### src/rtl/u8d_pkg.sv
package u8d_pkg;

    localparam int unsigned SCALAR_W = 21;
    localparam int unsigned BYTE_W   = 8;
    localparam int unsigned TDATA_W  = 24;
    localparam int unsigned COUNT_W  = 3;

    localparam logic [SCALAR_W-1:0] REPL_CHAR  = 21'h00FFFD;
    localparam logic [SCALAR_W-1:0] MAX_SCALAR = 21'h10FFFF;

    localparam logic [BYTE_W-1:0] LEAD2_LO = 8'hC2;
    localparam logic [BYTE_W-1:0] LEAD2_HI = 8'hDF;
    localparam logic [BYTE_W-1:0] LEAD3_LO = 8'hE0;
    localparam logic [BYTE_W-1:0] LEAD3_HI = 8'hEF;
    localparam logic [BYTE_W-1:0] LEAD4_LO = 8'hF0;
    localparam logic [BYTE_W-1:0] LEAD4_HI = 8'hF4;

    localparam logic [SCALAR_W-1:0] MIN_THREE = 21'h000800;
    localparam logic [SCALAR_W-1:0] SURR_LO   = 21'h00D800;
    localparam logic [SCALAR_W-1:0] SURR_HI   = 21'h00DFFF;
    localparam logic [SCALAR_W-1:0] MIN_FOUR  = 21'h010000;

    localparam logic [1:0] TAILS_NONE  = 2'd0;
    localparam logic [1:0] TAILS_ONE   = 2'd1;
    localparam logic [1:0] TAILS_TWO   = 2'd2;
    localparam logic [1:0] TAILS_THREE = 2'd3;

endpackage

### src/rtl/utf8_scalar_decoder_top.sv
// utf8 byte stream to unicode scalar decoder
// input channel: one byte per transaction on s_tdata[7:0]; s_tlast marks the
// final byte of a string and flushes any sequence still open after it
// result channel: one scalar per transaction on m_tdata[20:0]; m_tlast marks
// the last result caused by an input byte, m_tuser[0] the final scalar of a
// string. a byte that only opens or extends a sequence gives no result
// a byte is accepted into the input register, decoded from there, and its
// results are loaded into the result register that drives m_tvalid
// throughput: one byte per cycle while each byte gives at most one result
// and m_tready stays high; a byte that gives n results (n up to 4, error
// bursts of U+FFFD) holds the result register for n transactions and
// stalls the input side until the last is taken; reset (aresetn low at a
// clock edge) drops both pipeline registers and closes any open sequence
// when the receiver stalls the result register holds, the input register
// fills behind it and then s_tready falls; nothing is lost
module utf8_scalar_decoder_top (
    input  logic                          aclk,
    input  logic                          aresetn,
    input  logic                          s_tvalid,
    output logic                          s_tready,
    input  logic [u8d_pkg::BYTE_W-1:0]    s_tdata,   // [7:0] byte_value
    input  logic                          s_tlast,   // string_end
    output logic                          m_tvalid,
    input  logic                          m_tready,
    output logic [u8d_pkg::TDATA_W-1:0]   m_tdata,   // [20:0] scalar, [23:21] zero
    output logic                          m_tlast,   // last_of_run
    output logic [0:0]                    m_tuser    // [0] string_done
);
    import u8d_pkg::*;

    // input register
    logic                in_valid_reg;
    logic [BYTE_W-1:0]   in_byte_reg;
    logic                in_end_reg;

    // decoder state
    logic [1:0]          exp_reg, exp_next;
    logic [1:0]          gat_reg, gat_next;
    logic [SCALAR_W-1:0] part_reg, part_next;

    // result register: remaining count, final value, string end
    logic                out_valid_reg;
    logic [COUNT_W-1:0]  out_rem_reg;
    logic [SCALAR_W-1:0] out_val_reg;
    logic                out_end_reg;

    logic                tail, pending, complete, value_ok;
    logic [2:0]          gat_inc;
    logic [SCALAR_W-1:0] new_part;
    logic [COUNT_W-1:0]  nrep, count;
    logic                has_val;
    logic [SCALAR_W-1:0] fin_val;
    logic                lead_phase;
    logic                out_free, fire;

    assign out_free = !out_valid_reg || (m_tready && out_rem_reg == COUNT_W'(1));
    assign fire     = in_valid_reg && (count == '0 || out_free);
    assign s_tready = !in_valid_reg || fire;

    assign tail     = in_byte_reg[7:6] == 2'b10;
    assign pending  = exp_reg != TAILS_NONE;
    assign gat_inc  = {1'b0, gat_reg} + 3'd1;
    assign new_part = {part_reg[SCALAR_W-7:0], in_byte_reg[5:0]};
    assign complete = pending && tail && gat_inc == {1'b0, exp_reg};

    always_comb begin
        value_ok = 1'b1;
        if (exp_reg == TAILS_TWO) begin
            value_ok = !(new_part < MIN_THREE || (new_part >= SURR_LO && new_part <= SURR_HI));
        end else if (exp_reg == TAILS_THREE) begin
            value_ok = !(new_part < MIN_FOUR || new_part > MAX_SCALAR);
        end
    end

    always_comb begin
        exp_next   = exp_reg;
        gat_next   = gat_reg;
        part_next  = part_reg;
        nrep       = '0;
        has_val    = 1'b0;
        fin_val    = REPL_CHAR;
        lead_phase = 1'b0;

        if (pending && tail) begin
            if (complete) begin
                if (value_ok) begin
                    has_val = 1'b1;
                    fin_val = new_part;
                end else begin
                    nrep = COUNT_W'(exp_reg) + COUNT_W'(1);
                end
                exp_next  = TAILS_NONE;
                gat_next  = '0;
                part_next = '0;
            end else begin
                gat_next  = gat_inc[1:0];
                part_next = new_part;
            end
        end else if (pending) begin
            // broken sequence: flush lead and gathered tails, then decode afresh
            nrep       = COUNT_W'(gat_reg) + COUNT_W'(1);
            exp_next   = TAILS_NONE;
            gat_next   = '0;
            part_next  = '0;
            lead_phase = 1'b1;
        end else begin
            lead_phase = 1'b1;
        end

        if (lead_phase) begin
            if (!in_byte_reg[7]) begin
                has_val = 1'b1;
                fin_val = SCALAR_W'(in_byte_reg);
            end else if (in_byte_reg >= LEAD2_LO && in_byte_reg <= LEAD2_HI) begin
                exp_next  = TAILS_ONE;
                gat_next  = '0;
                part_next = SCALAR_W'(in_byte_reg[4:0]);
            end else if (in_byte_reg >= LEAD3_LO && in_byte_reg <= LEAD3_HI) begin
                exp_next  = TAILS_TWO;
                gat_next  = '0;
                part_next = SCALAR_W'(in_byte_reg[3:0]);
            end else if (in_byte_reg >= LEAD4_LO && in_byte_reg <= LEAD4_HI) begin
                exp_next  = TAILS_THREE;
                gat_next  = '0;
                part_next = SCALAR_W'(in_byte_reg[2:0]);
            end else begin
                nrep = nrep + COUNT_W'(1);
            end
        end

        // end of string flushes whatever is still open
        if (in_end_reg && exp_next != TAILS_NONE) begin
            nrep      = nrep + COUNT_W'(gat_next) + COUNT_W'(1);
            exp_next  = TAILS_NONE;
            gat_next  = '0;
            part_next = '0;
        end
    end

    assign count = nrep + COUNT_W'(has_val);

    always_ff @(posedge aclk) begin
        if (!aresetn) begin
            in_valid_reg  <= 1'b0;
            exp_reg       <= TAILS_NONE;
            gat_reg       <= '0;
            part_reg      <= '0;
            out_valid_reg <= 1'b0;
            out_rem_reg   <= '0;
        end else begin
            if (s_tready) begin
                in_valid_reg <= s_tvalid;
            end
            if (fire) begin
                exp_reg  <= exp_next;
                gat_reg  <= gat_next;
                part_reg <= part_next;
            end
            if (fire && count != '0) begin
                out_valid_reg <= 1'b1;
                out_rem_reg   <= count;
            end else if (m_tvalid && m_tready) begin
                if (out_rem_reg == COUNT_W'(1)) begin
                    out_valid_reg <= 1'b0;
                end
                out_rem_reg <= out_rem_reg - COUNT_W'(1);
            end
        end
    end

    always_ff @(posedge aclk) begin
        if (s_tready && s_tvalid) begin
            in_byte_reg <= s_tdata;
            in_end_reg  <= s_tlast;
        end
        if (fire && count != '0) begin
            out_val_reg <= fin_val;
            out_end_reg <= in_end_reg;
        end
    end

    assign m_tvalid   = out_valid_reg;
    assign m_tlast    = out_rem_reg == COUNT_W'(1);
    assign m_tuser[0] = m_tlast && out_end_reg;
    assign m_tdata    = TDATA_W'(m_tlast ? out_val_reg : REPL_CHAR);

endmodule

### config.mk
export PLATFORM = sky130hd
export DESIGN_NAME = utf8_scalar_decoder_top
export DESIGN_NICKNAME = d
export VERILOG_FILES = /design/src/rtl/u8d_pkg.sv /design/src/rtl/utf8_scalar_decoder_top.sv
export SDC_FILE = /design/constraint.sdc
export NUM_CORES = 1
export LEC_CHECK = 0
export BUFFER_PORTS_ARGS = -buffer_cell sky130_fd_sc_hd__buf_4
export CORE_MARGIN = 10
export CORE_UTILIZATION = 57
export CTS_CLUSTER_DIAMETER = 120
export CTS_CLUSTER_SIZE = 8
export DETAILED_ROUTE_END_ITERATION = 12
export PLACE_DENSITY = 0.79
export SLEW_MARGIN = 10
export SYNTH_ARGS = -nofsm -noshare
export SYNTH_HDL_FRONTEND = slang
export SYNTH_SLANG_ARGS = --single-unit
### constraint.sdc
create_clock -name aclk -period 5.9 [get_ports aclk]
set_input_delay 0.295 -clock aclk [delete_from_list [all_inputs] [get_ports aclk]]
set_output_delay 0.295 -clock aclk [all_outputs]
set_load 0.02 [all_outputs]
==> results of run 1 <==
## final cells by class
type | instances | area [sq um]
tap | 70 | 87.6
inverter | 9 | 33.8
fill | 387 | 1680
sequential | 55 | 1410
clock buffer | 6 | 82.6
timing repair buffer | 40 | 300
multi-input combinational | 197 | 1490
clock inverter | 2 | 20.0
## kinds of logic (layout without fill, tap and decap cells)
group / after synthesis / in the layout
buffers and inverters: 22 / 57
other: 1 / 3
AND/OR/NAND/NOR: 101 / 101
flip-flops: 55 / 55
XOR/XNOR: 7 / 7
AO/OA/AOI/OAI: 66 / 66
multiplexers: 9 / 9
adder cells (fa/ha/maj): 11 / 11
## cell usage in the layout, fill, tap and decap left out, drive strengths merged, types with 5 or more instances in the layout
cell    count
o21a       15
ha         10
nor3       10
clkbuf      6
a32o       15
dfxtp      24
nand2      18
nand2b     24
buf        40
and2       11
nor2        9
a21oi       9
edfxtp     31
xnor2       5
and3        5
mux2i       8
inv        10
## worst reg2reg max path: stages (launching register included)
cell and delay (ns):
sky130_fd_sc_hd__dfxtp_1 0.45, sky130_fd_sc_hd__inv_1 0.09, sky130_fd_sc_hd__ha_1 0.25, sky130_fd_sc_hd__or3b_2 0.45
sky130_fd_sc_hd__mux2i_1 0.25, sky130_fd_sc_hd__a31oi_4 0.10, sky130_fd_sc_hd__nor3_1 0.19, sky130_fd_sc_hd__a21oi_1 0.09
sky130_fd_sc_hd__nor2_1 0.18, sky130_fd_sc_hd__ha_1 0.27, sky130_fd_sc_hd__o22ai_1 0.27, sky130_fd_sc_hd__fa_1 0.44
sky130_fd_sc_hd__mux2i_1 0.14, sky130_fd_sc_hd__ha_1 0.18, sky130_fd_sc_hd__xnor2_1 0.11, sky130_fd_sc_hd__xnor2_2 0.36
sky130_fd_sc_hd__xnor2_2 0.21, sky130_fd_sc_hd__a21oi_1 0.14, sky130_fd_sc_hd__nor2b_1 0.61
## report_power, final
part / switching, uW / total [uW] / internal (uW) / leakage [uW]
logic: 91.8 / 155 / 63.0 / 0.000808
clock network: 126 / 226 / 99.1 / 0.0000533
registers: 14.7 / 443 / 428 / 0.000483
## per-stage QoR
| stage | hold slack, ns | cells |
|---|---|---|
| floorplan | 0.394 | 274 |
| global placement | 0.470 | 371 |
| detailed placement | 0.474 | 371 |
| CTS | 0.145 | 379 |
| global route | 0.137 | 379 |
| finish | 0.149 | 379 |
## final timing paths
kind	startpoint	to	slack (ns)	depth (start not counted)
max	exp_reg[0]	in_byte_reg[1]	0.74	18
min	s_tlast	in_end_reg	0.15	1
max reg2reg	exp_reg[0]	in_byte_reg[1]	0.74	18
min reg2reg	gat_reg[1]	gat_reg[1]	0.49	2
## layer usage
layer	track usage, %	wire, microns
met3	3.95	610
met5	0	0
met4	6.17	112
met1	19.5	2720
met2	23.4	2780
==> metrics, run 1 <==
slew of the pin with the lowest slew margin=0.733 ns; CTS tree=built; detailed-route vias per instance=roughly 5.7; number of cell rows=26; pre-CTS setup slack=0.761 ns; Most Frequent Cell on Critical Path=sky130_fd_sc_hd__ha_1; worst rel slew slack=between 50% and 60%; fin nets=332; total leakage power=0.00134 uW; final setup margin=0.743 ns; worst clock skew=0.00911 ns; total global routing overflow=0; number of unique standard cell types used by synthesis=slightly above 60; post-detailed-route wirelength per cell=16.4 microns; post-cts hold buffer count=0; fraction of final layout cells sized beyond drive strength 1=23.3%; first-pass GRT wire length=10600 microns; summed negative setup slack over all endpoints=0 ns; leading post-synthesis cells by instance count=sky130_fd_sc_hd__edfxtp_1 (31), sky130_fd_sc_hd__dfxtp_1 (24), sky130_fd_sc_hd__nand2b_1 (24), sky130_fd_sc_hd__nand2_1 (18), sky130_fd_sc_hd__o21a_1 (15); count leader, synth=sky130_fd_sc_hd__edfxtp_1; top cells by area, synth=sky130_fd_sc_hd__edfxtp_1 (31%), sky130_fd_sc_hd__dfxtp_1 (16%), sky130_fd_sc_hd__nand2b_1 (5.0%), sky130_fd_sc_hd__ha_1 (4.2%), sky130_fd_sc_hd__o21a_1 (3.8%); area of the core=5110 sq um; Synth Instances=272; status=finished clean; number of design-rule violations left by the first detailed-router iteration=230; Pwr per Cell Area=between 200 and 250 nW/um^2; number of warnings printed during yosys synthesis=0; area of placed instances=3330 sq um; Antenna Diode Count=0; crit path max-delay cell type=sky130_fd_sc_hd__nor2b_1; number of levels in the clock H-tree=2; number of failing hold endpoints at the final stage=0; Die Span Y=92.5 microns; residual DRC count=0; Avg Cell Area, Syn=11.0 sq um; Pre-Repair DR Iteration Count=4; CP Data Arrival Time=between 5 and 6 ns; initial antenna violation count=0; IO buf count=37; library cell occupying the most area in the post-synthesis netlist=sky130_fd_sc_hd__edfxtp_1; post-route cell area=between 3000 and 4000 sq um; dominant register cell in the synthesized netlist=sky130_fd_sc_hd__edfxtp_1; max-slew violation count=0; xor/xnor cell area share of the yosys netlist=under 10%; worst-path maximum fanout=9; area growth from synthesis to final layout=14.5%; clock buffer count from CTS=5; class of the tightest hold or removal check=primary input to flop; proportion of synthesized area in mux cells=3.05%; worst-skew pair later-pin latency=a little over 0.3 ns; pin count of the biggest net entering global routing=27; Critical Path Max Stage Delay=about 0.61 ns; final core utilization=approximately 67%; area of the die=8550 sq um; vias in the first global route=2142; post-synth design cell area=2990 sq um; register area share after synthesis=about 47%; top achievable clock speed=~190 MHz; HPWL after detailed placement=4630 microns; vias after detailed routing=2179; Post-Synth Adder-Cell Area=between 4 and 5%; count of antenna-violating nets left after detailed routing=0; Post-synth ARST share=0%; Largest register FFs=21; Worst Path Required=5.86 ns; startpoint type of the worst setup path=flop; area share of the largest cell type after synthesis=31.1%; cells along the critical path=inv_1, ha_1, or3b_2, mux2i_1, a31oi_4, nor3_1, a21oi_1, nor2_1, ha_1, o22ai_1, fa_1, mux2i_1, ha_1, xnor2_1, xnor2_2, xnor2_2, a21oi_1, nor2b_1; worst path bufs/invs=1; Starting Density=58.6%; Setup Viol. Count Final=0; overall die width=approximately 92 microns; Routed Wire Length=6220 microns; post-cts repair resize count=0; period utilization=slightly below 90%; cell family with most CP delay=simple AND/OR/NAND/NOR gates; type of the worst setup path=flop to flop; clock tree root buffer cell=sky130_fd_sc_hd__clkbuf_8; CTS max path bufs=2; Sinks on Clock Net=55; area fraction in compound gates after synthesis=a little under a fifth; Critical Path End Type=flop; number of synthesized register bits=55; all-layer global routing usage=15.1%; number of synthesized flops with an enable pin=31; number of max-capacitance violations reported=0; I/O pin count=41; postcts setup bufs=0; Final Power=823 uW; unrepaired setup endpoints after global routing=no; simple-gate share of the synthesized area=19.8%; worst vdd rail ir drop=between 0.1 and 0.15 mV; largest family of logic cells by synthesized area=simple AND/OR/NAND/NOR gates; CTS clk-pin slew, worst paths=0.10 ns; clock period minus worst slack=5.16 ns; gpl congestion=between 0.9 and 1
Power figures use the tool's default switching activity.
==> run 2: changes to the inputs <==
--- a/config.mk
+++ b/config.mk
@@ -5,13 +5,16 @@
 export SDC_FILE = /design/constraint.sdc
 export NUM_CORES = 1
 export LEC_CHECK = 0
+export ABC_AREA = 1
 export BUFFER_PORTS_ARGS = -buffer_cell sky130_fd_sc_hd__buf_4
 export CORE_MARGIN = 10
-export CORE_UTILIZATION = 57
+export CORE_UTILIZATION = 58
+export CTS_BUF_LIST = sky130_fd_sc_hd__clkbuf_8 sky130_fd_sc_hd__clkbuf_16
 export CTS_CLUSTER_DIAMETER = 120
 export CTS_CLUSTER_SIZE = 8
 export DETAILED_ROUTE_END_ITERATION = 12
-export PLACE_DENSITY = 0.79
+export GPL_ROUTABILITY_DRIVEN = 0
+export PLACE_DENSITY = 0.8
 export SLEW_MARGIN = 10
 export SYNTH_ARGS = -nofsm -noshare
 export SYNTH_HDL_FRONTEND = slang
==> run 2 against run 1 <==
  * Combinational power increased by 130%
  * Hold slack got worse by 0.0049 ns
  * Critical path depth increased by 3
  * First-iteration DRC count decreased by 9.6%
  * Final cell count increased by 39%
  * Critical path type unchanged
==> metrics, run 2 <==
Setup Viol. Count Final=0; CTS clk-pin slew, worst paths=0.10 ns; Post-Synth Adder-Cell Area=4.41%; CTS max path bufs=2; fin nets=roughly 480; Worst Setup SP=exp_reg[0]; worst vdd rail ir drop=about 0.16 mV; area fraction in compound gates after synthesis=between 10% and 20%; number of failing hold endpoints at the final stage=0; most used routing layer=met2; worst rel slew slack=between 30% and 40%; Die Span Y=95.4 microns; global-route met2 utilization=28.2%; area share of the largest cell type after synthesis=28.3%; top cells by area, synth=sky130_fd_sc_hd__edfxtp_1 (28%), sky130_fd_sc_hd__dfxtp_1 (15%), sky130_fd_sc_hd__nand2_1 (8.4%), sky130_fd_sc_hd__inv_1 (7.6%), sky130_fd_sc_hd__nor2_1 (7.3%); register-to-register setup slack=0.84 ns; register area share after synthesis=42.8%; fill cell total of the finished layout=approximately 460; first-pass GRT wire length=12400 microns; residual DRC count=0; worst clock skew=0.00703 ns; area of the die=9090 sq um; most frequent cells in the layout=sky130_fd_sc_hd__nand2_1 (74), sky130_fd_sc_hd__inv_1 (67), sky130_fd_sc_hd__nor2_1 (64), sky130_fd_sc_hd__buf_4 (37), sky130_fd_sc_hd__edfxtp_1 (31); DP Cell Count=517; period utilization=a little under nine tenths; type of the worst setup path=flop to flop; number of synthesized flops with an enable pin=31; global-route met3 utilization=5.03%; area of the core=5510 sq um; post-cts hold buffer count=0; largest family of logic cells by synthesized area=simple AND/OR/NAND/NOR gates; CP Data Arrival Time=5.26 ns; area growth from synthesis to final layout=11.3%; slew of the pin with the lowest slew margin=0.922 ns; detailed-route vias per instance=5.27; number of synthesized register bits=55; Register-to-Register Path Depth=21; worst-skew pair later-pin latency=between 0.3 and 0.4 ns; top achievable clock speed=198 MHz; HPWL after detailed placement=5470 microns; post-detailed-route wirelength per cell=13.9 microns; worst-path maximum fanout=31; max-slew violation count=0; IO buf count=37; all-layer global routing usage=16.9%; Starting Density=59.8%; initial antenna violation count=0; count of antenna-violating nets left after detailed routing=0; post-cts repair resize count=0; leading post-synthesis cells by instance count=sky130_fd_sc_hd__nand2_1 (74), sky130_fd_sc_hd__inv_1 (67), sky130_fd_sc_hd__nor2_1 (64), sky130_fd_sc_hd__edfxtp_1 (31), sky130_fd_sc_hd__dfxtp_1 (24); critical register-to-register path startpoint=exp_reg[0]; dominant register cell in the synthesized netlist=sky130_fd_sc_hd__edfxtp_1; library cell occupying the most area in the post-synthesis netlist=sky130_fd_sc_hd__edfxtp_1; clock tree root buffer cell=sky130_fd_sc_hd__clkbuf_8; I/O pin count=41; pin count of the biggest net entering global routing=32; number of levels in the clock H-tree=2; overall die width=95.4 microns; capture instance of the worst register-to-register path=part_reg[9]; summed negative setup slack over all endpoints=0 ns; startpoint type of the worst setup path=flop; number of cell rows=27; postcts setup bufs=0; Post-synth ARST share=0%; class of the tightest hold or removal check=primary input to flop; Avg Cell Area, Syn=7.81 sq um; non-filler cells, final=525; Worst Path Required=6.10 ns; number of warnings printed during yosys synthesis=0; Antenna Diode Count=0; leading cell type in the layout, fill and taps excluded=sky130_fd_sc_hd__nand2_1; post-synth design cell area=3290 sq um; vias in the first global route=2687; status=finished clean; number of max-capacitance violations reported=0; Sinks on Clock Net=55; proportion of synthesized area in mux cells=0.608%; Pre-Repair DR Iteration Count=5; number of design-rule violations left by the first detailed-router iteration=~210; Critical Path End Type=flop; global-route track usage on met1=20.5%; Largest register FFs=21; number of unique standard cell types used by synthesis=38; vias after detailed routing=roughly 2800; fraction of final layout cells sized beyond drive strength 1=22.1%; count leader, synth=sky130_fd_sc_hd__nand2_1; Synth Instances=roughly 420; simple-gate share of the synthesized area=28.3%; clock period minus worst slack=5.06 ns; Routed Wire Length=~7300 microns; clock buffer count from CTS=5; total global routing overflow=0; CTS tree=built; Pwr per Cell Area=290 nW/um^2; total leakage power=0.00158 uW; xor/xnor cell area share of the yosys netlist=0.532%; Critical Path End=part_reg[9]; unrepaired setup endpoints after global routing=no
==> run 2: power by group <==
group | internal (uW) | total, uW | switching [uW]
sequential | 455 | 486 | 30.3
clock | 85.3 | 215 | 130
combinational | 131 | 364 | 233
total | 671 | 1060 | 393
==> run 2: worst min path at each step <==
stage / end / slack, ns / from / depth (start not counted)
after global routing: in_byte_reg[2] / 0.13 / s_tdata[2] / 1
after detailed placement: in_byte_reg[1] / 0.47 / s_tdata[1] / 1
final: in_end_reg / 0.14 / s_tlast / 1
after CTS: in_end_reg / 0.14 / s_tlast / 1
after floorplan: in_byte_reg[0] / 0.39 / s_tdata[0] / 0
after global placement: part_reg[2] / 0.47 / part_reg[2] / 2
==> run 2: logic make-up after synthesis <==
kind of cell             count (synthesis)
buffers and inverters                   86
flip-flops                              55
adder cells (fa/ha/maj)                 11
multiplexers                             2
XOR/XNOR                                 2
other                                    1
AND/OR/NAND/NOR                        202
AO/OA/AOI/OAI                           63
==> run 2: routing by layer <==
metal / wire (microns) / vias to the layer above
li1: - / 1400
met1: 3180 / 1252
met2: 3320 / 98
met3: 645 / 15
met4: 143 / 0
met5: 0 / -
==> run 2: final cells by class <==
type | instances | area [sq um] | share of cell area [%]
clock buffer | 5 | 68.8 | 1.88
inverter | 70 | 263 | 7.17
tap | 72 | 90.1 | 2.46
clock inverter | 3 | 22.5 | 0.614
sequential | 55 | 1410 | 38.5
timing repair buffer | 37 | 278 | 7.58
multi-input combinational | 283 | 1530 | 41.8
==> run 2: critical path: stages (launching register included) <==
cell and delay [ns]:
sky130_fd_sc_hd__dfxtp_1 0.50, sky130_fd_sc_hd__inv_1 0.11, sky130_fd_sc_hd__ha_1 0.35, sky130_fd_sc_hd__nor2_4 0.21, sky130_fd_sc_hd__inv_1 0.10, sky130_fd_sc_hd__nor2_1 0.16, sky130_fd_sc_hd__inv_1 0.09, sky130_fd_sc_hd__o32ai_1 0.44
sky130_fd_sc_hd__ha_1 0.31, sky130_fd_sc_hd__o221ai_1 0.30, sky130_fd_sc_hd__fa_1 0.45, sky130_fd_sc_hd__mux2i_1 0.17, sky130_fd_sc_hd__ha_1 0.20, sky130_fd_sc_hd__inv_1 0.04, sky130_fd_sc_hd__nand4_1 0.08, sky130_fd_sc_hd__nand2_1 0.08
sky130_fd_sc_hd__nand3_1 0.15, sky130_fd_sc_hd__nand3_4 0.12, sky130_fd_sc_hd__a21oi_4 0.75, sky130_fd_sc_hd__nand2_1 0.17, sky130_fd_sc_hd__o21ai_2 0.11, sky130_fd_sc_hd__nor2_2 0.04
==> run 2: metrics by stage <==
stage	power, uW	hold slack (ns)	setup slack [ns]	cell area, sq um	utilization, %
final	1060	0.144	0.842	3670	66.6
after global routing	1140	0.134	0.381	3670	66.6
after CTS	1070	0.143	0.897	3670	66.6
after detailed placement	855	0.474	0.939	3570	64.9
after global placement	843	0.465	1.28	3570	64.9
after floorplan	764	0.394	1.69	3300	-
==> run 3: changes to the inputs <==
--- a/config.mk
+++ b/config.mk
@@ -7,11 +7,11 @@
 export LEC_CHECK = 0
 export ABC_AREA = 1
 export BUFFER_PORTS_ARGS = -buffer_cell sky130_fd_sc_hd__buf_4
+export CORE_ASPECT_RATIO = 0.9
 export CORE_MARGIN = 10
 export CORE_UTILIZATION = 58
 export CTS_BUF_LIST = sky130_fd_sc_hd__clkbuf_8 sky130_fd_sc_hd__clkbuf_16
 export CTS_CLUSTER_DIAMETER = 120
-export CTS_CLUSTER_SIZE = 8
 export DETAILED_ROUTE_END_ITERATION = 12
 export GPL_ROUTABILITY_DRIVEN = 0
 export PLACE_DENSITY = 0.8
==> run 3 against run 2 <==
  * Cell area is 0.24% lower
  * Hold slack better by 0.0026 ns
  * Core utilization increased by 1.4 points
  * Largest power group unchanged
  * Largest cell class unchanged
  * Sequential share of layout area increased by 0.092 points
  * Power fell by 0.68%
  * Sequential power is essentially flat
==> metrics, run 3 (synthesis results as in run 2) <==
status=finished clean; number of max-capacitance violations reported=0; CP Data Arrival Time=~5.2 ns; cells along the critical path=inv_1, ha_1, nor2_4, inv_1, nor2_1, inv_1, o32ai_1, ha_1, o221ai_1, fa_1, mux2i_1, ha_1, inv_1, nand4_1, nand2_1, nand3_1, nand3_4, a21oi_4, nand2_1, o21ai_2, nor2_1; cell family with most CP delay=compound AO/OA/AOI/OAI gates; first-pass GRT wire length=12300 microns; period utilization=85.1%; worst-skew pair later-pin latency=0.32 ns; Setup Viol. Count Final=0; Register-to-Register Path Depth=21; number of failing hold endpoints at the final stage=0; Pwr per Cell Area=289 nW/um^2; worst vdd rail ir drop=0.184 mV; area of the core=5380 sq um; type of the worst setup path=flop to flop; Worst Path Required=6.08 ns; post-cts repair resize count=0; max-slew violation count=0; number of levels in the clock H-tree=2; Most Frequent Cell on Critical Path=sky130_fd_sc_hd__inv_1; crit path max-delay cell type=sky130_fd_sc_hd__a21oi_4; area of the die=just over 9000 sq um; count of antenna-violating nets left after detailed routing=0; fin nets=476; slew of the pin with the lowest slew margin=0.906 ns; HPWL after detailed placement=about 5600 microns; Largest register FFs=21; post-cts hold buffer count=0; IO buf count=37; summed negative setup slack over all endpoints=0 ns; fill cell total of the finished layout=472; vias after detailed routing=2774; vias in the first global route=about 2700; detailed-route vias per instance=5.33; Sinks on Clock Net=55; total leakage power=0.00158 uW; worst-path maximum fanout=31; postcts setup bufs=0; all-layer global routing usage=15.9%; depth of the worst hold-timing path=1; final hold slack=between 0.1 and 0.15 ns; area growth from synthesis to final layout=11.0%; worst rel slew slack=39.5%; stages on the worst setup path=21; Die Span Y=91.5 microns; post-detailed-route wirelength per cell=13.9 microns; leading cell type in the layout, fill and taps excluded=sky130_fd_sc_hd__nand2_1; worst clock skew=0.0114 ns; clock tree root buffer cell=sky130_fd_sc_hd__clkbuf_8; pin count of the biggest net entering global routing=32; Critical Path Max Stage Delay=0.74 ns; top achievable clock speed=199 MHz; initial antenna violation count=0; Pre-Repair DR Iteration Count=5; startpoint type of the worst setup path=flop; overall die width=approximately 99 microns; Critical Path End Type=flop; clock period minus worst slack=5.02 ns; class of the tightest hold or removal check=primary input to flop; unrepaired setup endpoints after global routing=no; CTS tree=built; I/O pin count=41; number of cell rows=25; number of design-rule violations left by the first detailed-router iteration=314; clock buffer count from CTS=5; CTS max path bufs=2; residual DRC count=0; Antenna Diode Count=0; final core utilization=68.0%; most frequent cells in the layout=sky130_fd_sc_hd__nand2_1 (74), sky130_fd_sc_hd__inv_1 (68), sky130_fd_sc_hd__nor2_1 (64), sky130_fd_sc_hd__buf_4 (37), sky130_fd_sc_hd__edfxtp_1 (31); Starting Density=61.2%; Routed Wire Length=7230 microns; fraction of final layout cells sized beyond drive strength 1=between 20% and 30%; total global routing overflow=0; CTS clk-pin slew, worst paths=around 0.1 ns; worst path bufs/invs=4
==> run 3: cell types whose count changed in the layout (fill, tap and decap cells not counted), sizes merged <==
| cell | change |
|---|---|
| clkinvlp | +1 |
| clkinv | -2 |
| inv | +1 |
==> run 3: final timing paths <==
path	startpoint	to	slack (ns)
worst min register to register	part_reg[4]	part_reg[4]	0.50
worst max register to register	exp_reg[0]	part_reg[5]	0.88
worst max-delay path	exp_reg[0]	part_reg[5]	0.88
worst min-delay path	s_tlast	in_end_reg	0.15
==> run 3: routing by layer <==
layer  global-route usage, %  vias to the layer above  routed length (microns)
li1                        -                     1402                        -
met1                    19.5                     1253                     3220
met2                    26.6                      106                     3320
met3                    4.55                       13                      596
met4                    4.42                        0                      100
met5                       0                        -                        0
==> run 3: layout make-up <==
type | count | area (sq um) | area share, %
Multi-Input combinational cell | 283 | 1530 | 41.9
Clock inverter | 3 | 20.0 | 0.547
Tap cell | 67 | 83.8 | 2.29
Clock buffer | 5 | 68.8 | 1.88
Sequential cell | 55 | 1410 | 38.6
Timing Repair Buffer | 37 | 278 | 7.59
Inverter | 70 | 263 | 7.18
==> run 3: per-stage QoR <==
stage / cell area [sq um] / setup slack [ns] / cells / total power, uW
2_1_floorplan: 3300 / 1.69 / 424 / 764
3_3_place_gp: 3570 / 1.29 / 512 / 845
3_5_place_dp: 3570 / 0.941 / 512 / 858
4_1_cts: 3660 / 0.907 / 520 / 1060
5_1_grt: 3660 / 0.431 / 520 / 1130
6_report: 3660 / 0.876 / 520 / 1060
==> run 3: where the power goes <==
part | internal [uW] | switching [uW] | total, uW
sequential | 455 | 30.2 | 485
combinational | 131 | 234 | 365
clock | 83.8 | 123 | 207
